[src/cqe_pkg.sv]
package cqe_pkg;

    localparam logic [1:0] CMD_INSERT = 2'd0;
    localparam logic [1:0] CMD_DELETE = 2'd1;
    localparam logic [1:0] CMD_DUMP   = 2'd2;

    localparam logic [1:0] ST_OK       = 2'd0;
    localparam logic [1:0] ST_OVERFLOW = 2'd1;
    localparam logic [1:0] ST_EMPTY    = 2'd2;

    typedef struct packed {
        logic [1:0]         cmd;
        logic signed [31:0] data_in;
    } in_t;

    typedef struct packed {
        logic [1:0]         status;
        logic signed [31:0] data_out;
        logic               data_valid;
        logic               last;
    } out_t;

    typedef struct packed {
        logic valid;
        in_t  item;
    } cmd_slot_t;

endpackage

[src/circular_queue_engine_top.sv]
// Path: a command passes the front buffer register, the back end and the result buffer
// register; a delete or dump result also waits for a registered memory read.
// Flow: an insert frees the back end for the next command, a delete holds it for its
// read; a dump gives one word per cycle from the single read port unless stalled.
// Reset: rst_n is asynchronous, active low; it empties the queue and both handshake
// buffers. Stored words are not cleared.
module circular_queue_engine_top #(
    parameter int DEPTH = 8
) (
    input  logic          clk,
    input  logic          rst_n,
    input  logic          push,
    output logic          full,
    input  cqe_pkg::in_t  item,
    output logic          empty,
    input  logic          pop,
    output cqe_pkg::out_t result
);
    import cqe_pkg::*;

    cmd_slot_t cq;
    logic      cq_pop;
    logic      res_room;
    logic      res_push;
    out_t      res;

    cqe_front u_front (
        .clk    (clk),
        .rst_n  (rst_n),
        .push   (push),
        .full   (full),
        .item   (item),
        .cq     (cq),
        .cq_pop (cq_pop)
    );

    cqe_back #(
        .DEPTH (DEPTH)
    ) u_back (
        .clk      (clk),
        .rst_n    (rst_n),
        .cq       (cq),
        .cq_pop   (cq_pop),
        .res_room (res_room),
        .res_push (res_push),
        .res      (res)
    );

    cqe_res_q u_res_q (
        .clk     (clk),
        .rst_n   (rst_n),
        .wr_en   (res_push),
        .wr_data (res),
        .room    (res_room),
        .empty   (empty),
        .pop     (pop),
        .result  (result)
    );

    a_word_only_on_ok: assert property (@(posedge clk) disable iff (!rst_n)
        !empty && result.data_valid |-> result.status == ST_OK)
        else $error("word transfer with non-ok status");

    a_error_is_last: assert property (@(posedge clk) disable iff (!rst_n)
        !empty && result.status != ST_OK |-> result.last)
        else $error("error status not marked last");

    a_no_word_is_zero: assert property (@(posedge clk) disable iff (!rst_n)
        !empty && !result.data_valid |-> result.data_out == '0)
        else $error("data_out not zero without a word");

    a_no_push_without_room: assert property (@(posedge clk) disable iff (!rst_n)
        res_push |-> res_room)
        else $error("result written into a full buffer");

endmodule

[src/cqe_front.sv]
module cqe_front (
    input  logic              clk,
    input  logic              rst_n,
    input  logic              push,
    output logic              full,
    input  cqe_pkg::in_t      item,
    output cqe_pkg::cmd_slot_t cq,
    input  logic              cq_pop
);
    import cqe_pkg::*;

    in_t        ent_reg [2];
    logic       wr_reg;
    logic       wr_next;
    logic       rd_reg;
    logic       rd_next;
    logic [1:0] cnt_reg;
    logic [1:0] cnt_next;
    logic       keep;

    // drop items with an unused command code
    always_comb
    begin
        keep     = push && !full && (item.cmd inside {CMD_INSERT, CMD_DELETE, CMD_DUMP});
        wr_next  = wr_reg ^ keep;
        rd_next  = rd_reg ^ cq_pop;
        cnt_next = cnt_reg + 2'(keep) - 2'(cq_pop);
    end

    always_ff @(posedge clk)
    begin
        if (keep)
        begin
            ent_reg[wr_reg] <= item;
        end
    end

    always_ff @(posedge clk or negedge rst_n)
    begin
        if (!rst_n)
        begin
            wr_reg  <= 1'b0;
            rd_reg  <= 1'b0;
            cnt_reg <= 2'd0;
        end
        else
        begin
            wr_reg  <= wr_next;
            rd_reg  <= rd_next;
            cnt_reg <= cnt_next;
        end
    end

    assign full     = (cnt_reg == 2'd2);
    assign cq.valid = (cnt_reg != 2'd0);
    assign cq.item  = ent_reg[rd_reg];

endmodule

[src/cqe_res_q.sv]
module cqe_res_q (
    input  logic          clk,
    input  logic          rst_n,
    input  logic          wr_en,
    input  cqe_pkg::out_t wr_data,
    output logic          room,
    output logic          empty,
    input  logic          pop,
    output cqe_pkg::out_t result
);
    import cqe_pkg::*;

    out_t       ent_reg [2];
    logic       wr_reg;
    logic       wr_next;
    logic       rd_reg;
    logic       rd_next;
    logic [1:0] cnt_reg;
    logic [1:0] cnt_next;
    logic       take;

    always_comb
    begin
        take     = pop && !empty;
        wr_next  = wr_reg ^ wr_en;
        rd_next  = rd_reg ^ take;
        cnt_next = cnt_reg + 2'(wr_en) - 2'(take);
    end

    always_ff @(posedge clk)
    begin
        if (wr_en)
        begin
            ent_reg[wr_reg] <= wr_data;
        end
    end

    always_ff @(posedge clk or negedge rst_n)
    begin
        if (!rst_n)
        begin
            wr_reg  <= 1'b0;
            rd_reg  <= 1'b0;
            cnt_reg <= 2'd0;
        end
        else
        begin
            wr_reg  <= wr_next;
            rd_reg  <= rd_next;
            cnt_reg <= cnt_next;
        end
    end

    assign room   = (cnt_reg != 2'd2);
    assign empty  = (cnt_reg == 2'd0);
    assign result = ent_reg[rd_reg];

endmodule

[src/cqe_back.sv]
module cqe_back #(
    parameter int DEPTH = 8
) (
    input  logic               clk,
    input  logic               rst_n,
    input  cqe_pkg::cmd_slot_t cq,
    output logic               cq_pop,
    input  logic               res_room,
    output logic               res_push,
    output cqe_pkg::out_t      res
);
    import cqe_pkg::*;

    localparam int AW = (DEPTH > 1) ? $clog2(DEPTH) : 1;
    localparam int CW = $clog2(DEPTH + 1);

    localparam logic [1:0] S_IDLE = 2'd0;
    localparam logic [1:0] S_DEL  = 2'd1;
    localparam logic [1:0] S_DUMP = 2'd2;

    logic signed [31:0] mem [DEPTH];
    logic signed [31:0] rd_q;

    logic [1:0]    state_reg;
    logic [1:0]    state_next;
    logic [AW-1:0] head_reg;
    logic [AW-1:0] head_next;
    logic [AW-1:0] tail_reg;
    logic [AW-1:0] tail_next;
    logic [AW-1:0] idx_reg;
    logic [AW-1:0] idx_next;
    logic [CW-1:0] occ_reg;
    logic [CW-1:0] occ_next;
    logic [CW-1:0] left_reg;
    logic [CW-1:0] left_next;

    logic          wr_en;
    logic          rd_en;
    logic [AW-1:0] rd_addr;

    function automatic logic [AW-1:0] wrap_inc(input logic [AW-1:0] idx);
        logic [AW-1:0] nxt;
        nxt = (idx == AW'(DEPTH - 1)) ? '0 : idx + AW'(1);
        return nxt;
    endfunction

    always_comb
    begin
        state_next = state_reg;
        head_next  = head_reg;
        tail_next  = tail_reg;
        idx_next   = idx_reg;
        occ_next   = occ_reg;
        left_next  = left_reg;
        wr_en      = 1'b0;
        rd_en      = 1'b0;
        rd_addr    = head_reg;
        cq_pop     = 1'b0;
        res_push   = 1'b0;
        res        = '{status: ST_OK, data_out: '0, data_valid: 1'b0, last: 1'b1};

        case (state_reg)
            S_IDLE:
            begin
                if (cq.valid && res_room)
                begin
                    cq_pop = 1'b1;
                    case (cq.item.cmd)
                        CMD_INSERT:
                        begin
                            res_push = 1'b1;
                            if (occ_reg == CW'(DEPTH))
                            begin
                                res.status = ST_OVERFLOW;
                            end
                            else
                            begin
                                wr_en     = 1'b1;
                                tail_next = wrap_inc(tail_reg);
                                occ_next  = occ_reg + CW'(1);
                            end
                        end
                        CMD_DELETE:
                        begin
                            if (occ_reg == '0)
                            begin
                                res_push   = 1'b1;
                                res.status = ST_EMPTY;
                            end
                            else
                            begin
                                rd_en      = 1'b1;
                                head_next  = wrap_inc(head_reg);
                                occ_next   = occ_reg - CW'(1);
                                state_next = S_DEL;
                            end
                        end
                        CMD_DUMP:
                        begin
                            if (occ_reg == '0)
                            begin
                                res_push   = 1'b1;
                                res.status = ST_EMPTY;
                            end
                            else
                            begin
                                rd_en      = 1'b1;
                                idx_next   = head_reg;
                                left_next  = occ_reg;
                                state_next = S_DUMP;
                            end
                        end
                        default:
                        begin
                            cq_pop = 1'b1;
                        end
                    endcase
                end
            end
            S_DEL:
            begin
                res_push       = 1'b1;
                res.data_out   = rd_q;
                res.data_valid = 1'b1;
                state_next     = S_IDLE;
            end
            S_DUMP:
            begin
                if (res_room)
                begin
                    res_push       = 1'b1;
                    res.data_out   = rd_q;
                    res.data_valid = 1'b1;
                    res.last       = (left_reg == CW'(1));
                    if (left_reg == CW'(1))
                    begin
                        state_next = S_IDLE;
                    end
                    else
                    begin
                        rd_en     = 1'b1;
                        rd_addr   = wrap_inc(idx_reg);
                        idx_next  = wrap_inc(idx_reg);
                        left_next = left_reg - CW'(1);
                    end
                end
            end
            default:
            begin
                state_next = S_IDLE;
            end
        endcase
    end

    always_ff @(posedge clk)
    begin
        if (wr_en)
        begin
            mem[tail_reg] <= cq.item.data_in;
        end
        if (rd_en)
        begin
            rd_q <= mem[rd_addr];
        end
    end

    always_ff @(posedge clk or negedge rst_n)
    begin
        if (!rst_n)
        begin
            state_reg <= S_IDLE;
            head_reg  <= '0;
            tail_reg  <= '0;
            idx_reg   <= '0;
            occ_reg   <= '0;
            left_reg  <= '0;
        end
        else
        begin
            state_reg <= state_next;
            head_reg  <= head_next;
            tail_reg  <= tail_next;
            idx_reg   <= idx_next;
            occ_reg   <= occ_next;
            left_reg  <= left_next;
        end
    end

endmodule

[config.mk]
export PLATFORM = sky130hd
export DESIGN_NAME = circular_queue_engine_top
export DESIGN_NICKNAME = d
export VERILOG_FILES = /design/src/cqe_pkg.sv /design/src/circular_queue_engine_top.sv /design/src/cqe_front.sv /design/src/cqe_res_q.sv /design/src/cqe_back.sv
export SDC_FILE = /design/constraint.sdc
export NUM_CORES = 1
export LEC_CHECK = 0
export ABC_AREA = 1
export BUFFER_PORTS_ARGS = -buffer_cell sky130_fd_sc_hd__buf_2
export CAP_MARGIN = 20
export CORE_ASPECT_RATIO = 0.8
export CORE_MARGIN = 2
export CORE_UTILIZATION = 55
export CTS_BUF_LIST = sky130_fd_sc_hd__clkbuf_4
export DETAILED_ROUTE_END_ITERATION = 12
export HOLD_SLACK_MARGIN = 0.02
export MAX_ROUTING_LAYER = met4
export PLACE_DENSITY = 0.72
export SYNTH_ARGS = -nofsm -noshare
export SYNTH_HDL_FRONTEND = slang
export SYNTH_HIERARCHICAL = 1
export SYNTH_SLANG_ARGS = --single-unit
[constraint.sdc]
create_clock -name clk -period 5.47 [get_ports clk]
set_clock_uncertainty 0.1 [all_clocks]
set_input_delay 0.2735 -clock clk [delete_from_list [all_inputs] [get_ports clk]]
set_output_delay 0.2735 -clock clk [all_outputs]
set_load 0.02 [all_outputs]
== After elaboration in Yosys (flattened, before gate mapping) ==
Memory sizes are Yosys's and may differ from the RTL's. A register that Yosys moved wholly into a read port is not among the register bits.
Cells that the tools add are included.
Storage, ports and cells
  register bits after elaboration: 27
  bits in writable memories: 396
  memories: 3
  word-level logic and storage cells: 135
  output and inout port bits: 38
Memories
  u_back.mem: words 8, width 32, rd ports 1, clocked after Yosys merged registers in 1, write ports 1, line cqe_back.sv:21  | logic signed [31:0] mem [DEPTH];
  u_res_q.ent_reg: words 2, width 36, rd ports 1, clocked after Yosys merged registers in 0, write ports 1, line cqe_res_q.sv:13  | out_t ent_reg [2];
  u_front.ent_reg: words 2, width 34, rd ports 1, clocked after Yosys merged registers in 0, write ports 1, line cqe_front.sv:12  | in_t ent_reg [2];
Operators by class
  bitwise operators: 6
  mux-type cells: 59
  add/sub/neg operators: 10
  reduce and logical (&&, ||, !) cells: 21
  eq/ne operators: 24
Operators by type and width (number)
  33-bit case mux with 2 select lines: 1
  34-bit 2-to-1 mux: 1
  3-bit 2-to-1 mux: 11
  4-bit 2-to-1 mux: 7
  1-bit 2-to-1 mux: 22
  2-bit 2-to-1 mux: 8
  4-bit case mux with 2 select lines: 2
  2-bit inequality test, second input constant: 6
  2-bit case mux with 2 select lines: 3
  6-bit AND reduction: 2
  3-bit by 1-bit adder with 3-bit output, second input constant: 3
  3-bit == test, second input constant: 3
  3-bit inequality test, second input constant: 3
  2-bit == test, second input constant: 4
  2-bit zero test: 4
  4-bit AND reduction: 2
  4-bit by 1-bit subtractor with 4-bit output, second input constant: 2
  2-bit by 1-bit == test with 1-bit output, second input constant: 3
  2-bit by 1-bit inequality test with 1-bit output, second input constant: 3
  3-bit case mux with 2 select lines: 1
  2-bit nonzero test: 3
  5-bit AND reduction: 1
  2-bit by 1-bit adder with 2-bit output: 2
  4-bit by 1-bit adder with 4-bit output, second input constant: 1
  other kinds (12): 22

== Depth between registers and ports, before layout ==
An unclocked memory read counts as a cell.
  depth in word-level cells: 8
  depth in mapped cells: 14
  depth with buffers taken out: 12

== By module ==
The synthesis kept the hierarchy.
By module, submodules not included
  cqe_back: area each 14121.0 µm², times used 1, cells an instance 1411
  cqe_res_q: area each 2870.3 µm², times used 1, cells an instance 217
  cqe_front: area each 2792.7 µm², times used 1, cells an instance 205

== Least setup slack after synthesis ==
Ideal clock, no wire load.
  kind: flip-flop to flip-flop
  start: reg u_front.rd_reg
  end: mem u_back.mem[5][0] (enable)
  clock period less this slack: 4233 ps
  setup time: 461 ps
  arrival: 3672 ps
  setup slack: 1237 ps
  stages on the path, launching flop included: 13
  required time: 4909 ps
  cell sequence: dfrtp_1 buf_6 buf_4 nand2_1 o21ai_0 inv_1 ha_1 nand2_1 inv_1 nand2_1 nor2_1 inv_1 nor3_1
RTL lines
  start, declared: line cqe_front.sv:15  | logic rd_reg;
  start signal, assigned: line cqe_front.sv:49  | rd_reg <= rd_next;
  end, declared: line cqe_back.sv:21

== Worst setup path in the final report ==
  start: reg u_back.state_reg[0]
  end: mem u_back.mem[0][8] (enable)
Between the ends
  cells in the longest elaborated chain, start to end: 4
RTL lines
  start, declared: line cqe_back.sv:24  | logic [1:0] state_reg;
  start signal, assigned: line cqe_back.sv:180  | state_reg <= state_next;
  2-bit zero test: line cqe_back.sv:62  | case (state_reg)
  1-bit 2-to-1 mux: line cqe_back.sv:62
  1-bit 2-to-1 mux: line cqe_back.sv:157  | if (wr_en)
  1-bit 2-to-1 mux (not written as such): line cqe_back.sv:159  | mem[tail_reg] <= cq.item.data_in;
Every way passes these cells.

==> key figures <==
Routing
  – Total wire length: 42.0 mm
  – Via count: 13000
  – Vias per std cell: 5.04
  – Residual DRC: 0
  – Initial DRC count: 1192
  – First drt pass iteration count: 6
  – Final ANT Viol Nets: 0
  – Drt wl/cell: 16.3 um

Placed design
  – HPWL Detailed: 23.1 mm
  – Setup WS pre-CTS: 1930 ps
  – Routability cong.: 0.822
  – Port bufs: 75

Timing
  – Worst Max-Slew Pin Slew: 1170 ps
  – Setup Viol. Count Final: 0
  – FMAX: 277 MHz
  – Final hold violations: 0
  – RSZ-0062 raised after global routing: false
  – Relative slew slack: 22.0%
  – Pins Over Slew Limit: 0
  – Final worst setup slack: 1860 ps
  – Crit path time final: 3610 ps
  – Setup_tns: 0 ps
  – Ratio of final minimum period to clock period: 66.0%

Global routing
  – Largest net degree at the start of global routing: 66
  – Total grt overflow: 0
  – GRT met1 Usage: 31.5%
  – Busiest grt layer: met2
  – Grt met2 use: 35.7%
  – Met3 usage: 6.12%
  – Number of global-route vias before repair: 12600
  – Initial antenna violation count: 3
  – First-pass GRT wire length: 66.5 mm
  – Tot GR Track Use: 23.6%

Power
  – Switch share: 39.3%
  – VDD IR max: 0.375 mV
  – Part of the power in registers: 42.1%
  – Leakage power: 10.0 nW
  – Comb power frac: 37.2%
  – Pwr dens: 576 nW/um^2
  – Pint: 7.79 mW
  – Clock network power share: 20.8%
  – Switching power total: 5.04 mW

Cells and area
  – Storage cell area: 13500 um^2
  – Synthesis-to-layout area growth: 12.7%
  – Final nets: 2076
  – Layout cells sized above 1: 14.6%
  – Max reg flops: 256
  – Number of fill cells in the layout: 2863
  – Multi-input gate area: 4360 um^2
  – Final core occ: 62.5%

Clocking
  – Clk_lat worst skew: 810 ps
  – Clk slew on worst S/H paths: 70 ps
  – # clock sinks: 455
  – Num CTS Buffers: 111
  – Clock buffer depth: 3
  – Setup Fix Bufs, Post-CTS: 0
  – Root Driver: clkbuf_4
  – CTS tree: done
  – Max H-tree Level: 3

Yosys
  – Post-synth EDFFs: 428
  – Synth cell types: 30
  – #FFs+latches synth: 455
  – Register area share after synthesis: 68.4%
  – Avg Inst Size Synth: 10.8 um^2
  – Ys flop type: edfxtp_1
  – Synthesized Nets: 1898
  – Cell area after synthesis: 19800 um^2
  – Ys Warns: 6
  – FFs w/ async S/R, synth: 5.93%
  – Cells after Synth: 1833

Setup path
  – CP Launch Type: flop
  – Critical Path End Type: flop
  – Critical Path Fanout Max: 19
  – Worst-path cell with the longest stage delay: nor2_2
  – CP dominant cell by count: inv_1
  – Worst Path Required: 5800 ps
  – Cell Chain, Critical Path: inv_1 -> ha_1 -> inv_1 -> nor2_2 -> nand2_1 -> inv_1 -> nand2_1 -> inv_1 -> nand2_1 -> nor2_2 -> buf_4
  – Data arrival, critical path: 3950 ps
  – Max stage delay on crit path: 910 ps
  – Crit Path Class: reg -> reg
  – Worst Reg-to-Reg Cells: 11

Die
  – Ports: 76
  – Core area: 35700 um^2
  – Rows: 62
  – Starting Density: 55.4%
  – Full die area: 37500 um^2
  – Die W: 216 um
  – Die Height: 174 um

Run status
  – Status: finished, final reports clean

Min path
  – Cells on Worst Hold Path: 2
  – Hold Crit Class: in -> reg

Job
  – Max-cap violations: 0
-- placed cells by master, fill, tap and decap left out, types with 26 or more instances in the layout --
cell and count:
nand3_1 300, o21ai_0 44, nand2_1 453, clkbuf_4 164
dfrtp_1 26, dlygate4sd3_1 46, inv_1 365, buf_2 75
nor2_1 49, edfxtp_1 428
-- worst max-delay path, delay by kind of cell (launching register included) --
kind	cells	cell delay [ps]
buffers and inverters	5	930
adder cells (fa/ha/maj)	1	210
AND/OR/NAND/NOR	5	1580
flip-flops	1	410
-- per-stage QoR --
step	cells	total power, mW	hold WS [ps]	cell area, um^2
floorplan	1833	8.89	-122	19800
global placement	2328	10.0	228	20400
detailed placement	2328	10.2	230	20400
CTS	2566	12.9	24.3	22300
global route	2572	13.7	39.0	22300
finish	2572	12.8	94.5	22300
-- path summary, 6_finish.rpt --
path	start	end	slack, ps
setup / recovery	u_back/state_reg[0]	u_back/mem[0][8]	1860
hold / removal	item[22]	u_front/ent_reg[1][22]	90
setup reg to reg	u_back/state_reg[0]	u_back/mem[0][8]	1860
hold reg to reg	u_back/idx_reg[1]	u_back/idx_reg[1]	410
max in group asynchronous	rst_n	u_front/rd_reg	4670
min in group asynchronous	rst_n	u_back/idx_reg[2]	400
-- cells in the mapped netlist, types with 3 or more instances --
| library cell | count | area (um^2) |
|---|---|---|
| o21ai_2 | 7 | 61.3 |
| nand3_1 | 301 | 1510 |
| buf_2 | 31 | 155 |
| nor2_1 | 55 | 206 |
| buf_4 | 28 | 210 |
| dfrtp_1 | 27 | 676 |
| nand2_4 | 3 | 33.8 |
| buf_6 | 11 | 124 |
| ha_1 | 26 | 325 |
| a21oi_1 | 9 | 45.0 |
| xnor2_1 | 5 | 43.8 |
| clkbuf_1 | 10 | 37.5 |
| edfxtp_1 | 428 | 12900 |
| o21ai_0 | 44 | 220 |
| inv_1 | 365 | 1370 |
| o21ai_1 | 7 | 35.0 |
| nand2_1 | 454 | 1700 |
| nor3_1 | 4 | 20.0 |
| nand2_2 | 4 | 25.0 |
-- cell families (layout without fill, tap and decap cells) --
kind of cell | count (synthesis) | in the layout | synth area share, %
AO/OA/AOI/OAI | 69 | 69 | 1.90
other | 0 | 3 | 0
XOR/XNOR | 6 | 6 | 0.266
flip-flops | 455 | 455 | 68.4
AND/OR/NAND/NOR | 826 | 826 | 17.9
adder cells (fa/ha/maj) | 27 | 27 | 1.75
buffers and inverters | 450 | 706 | 9.83
-- repair_timing --
| action | CTS | global route |
|---|---|---|
| gates resized for setup | 0 | 0 |
| hold endpoints to repair | 101 | 0 |
| hold buffers | 47 | 0 |
-- power by group through the flow --
stage | combinational [mW] | sequential [mW] | clock (mW)
2_1_floorplan | 3.55 | 5.35 | 0
3_5_place_dp | 4.72 | 5.47 | 0
6_report | 4.77 | 5.40 | 2.66
3_3_place_gp | 4.58 | 5.45 | 0
5_1_grt | 5.35 | 5.46 | 2.92
4_1_cts | 4.76 | 5.39 | 2.74
-- layer usage --
metal / part of all wire [%] / wire length, um
met2: 46 / 19400
met1: 43 / 18000
met5: 0 / 0
met4: 2.0 / 841
met3: 9.0 / 3790
-- final cells by class --
cell class	instances	area share [%]
clock buffers	161	5.42
diodes	3	0.0337
inverters	368	6.23
multi-input cells	928	19.6
well taps	480	2.69
clock inverters	30	0.685
flip-flops and latches	455	60.7
repair buffers	147	4.68
Note: power is estimated with default switching activity, not from simulation.
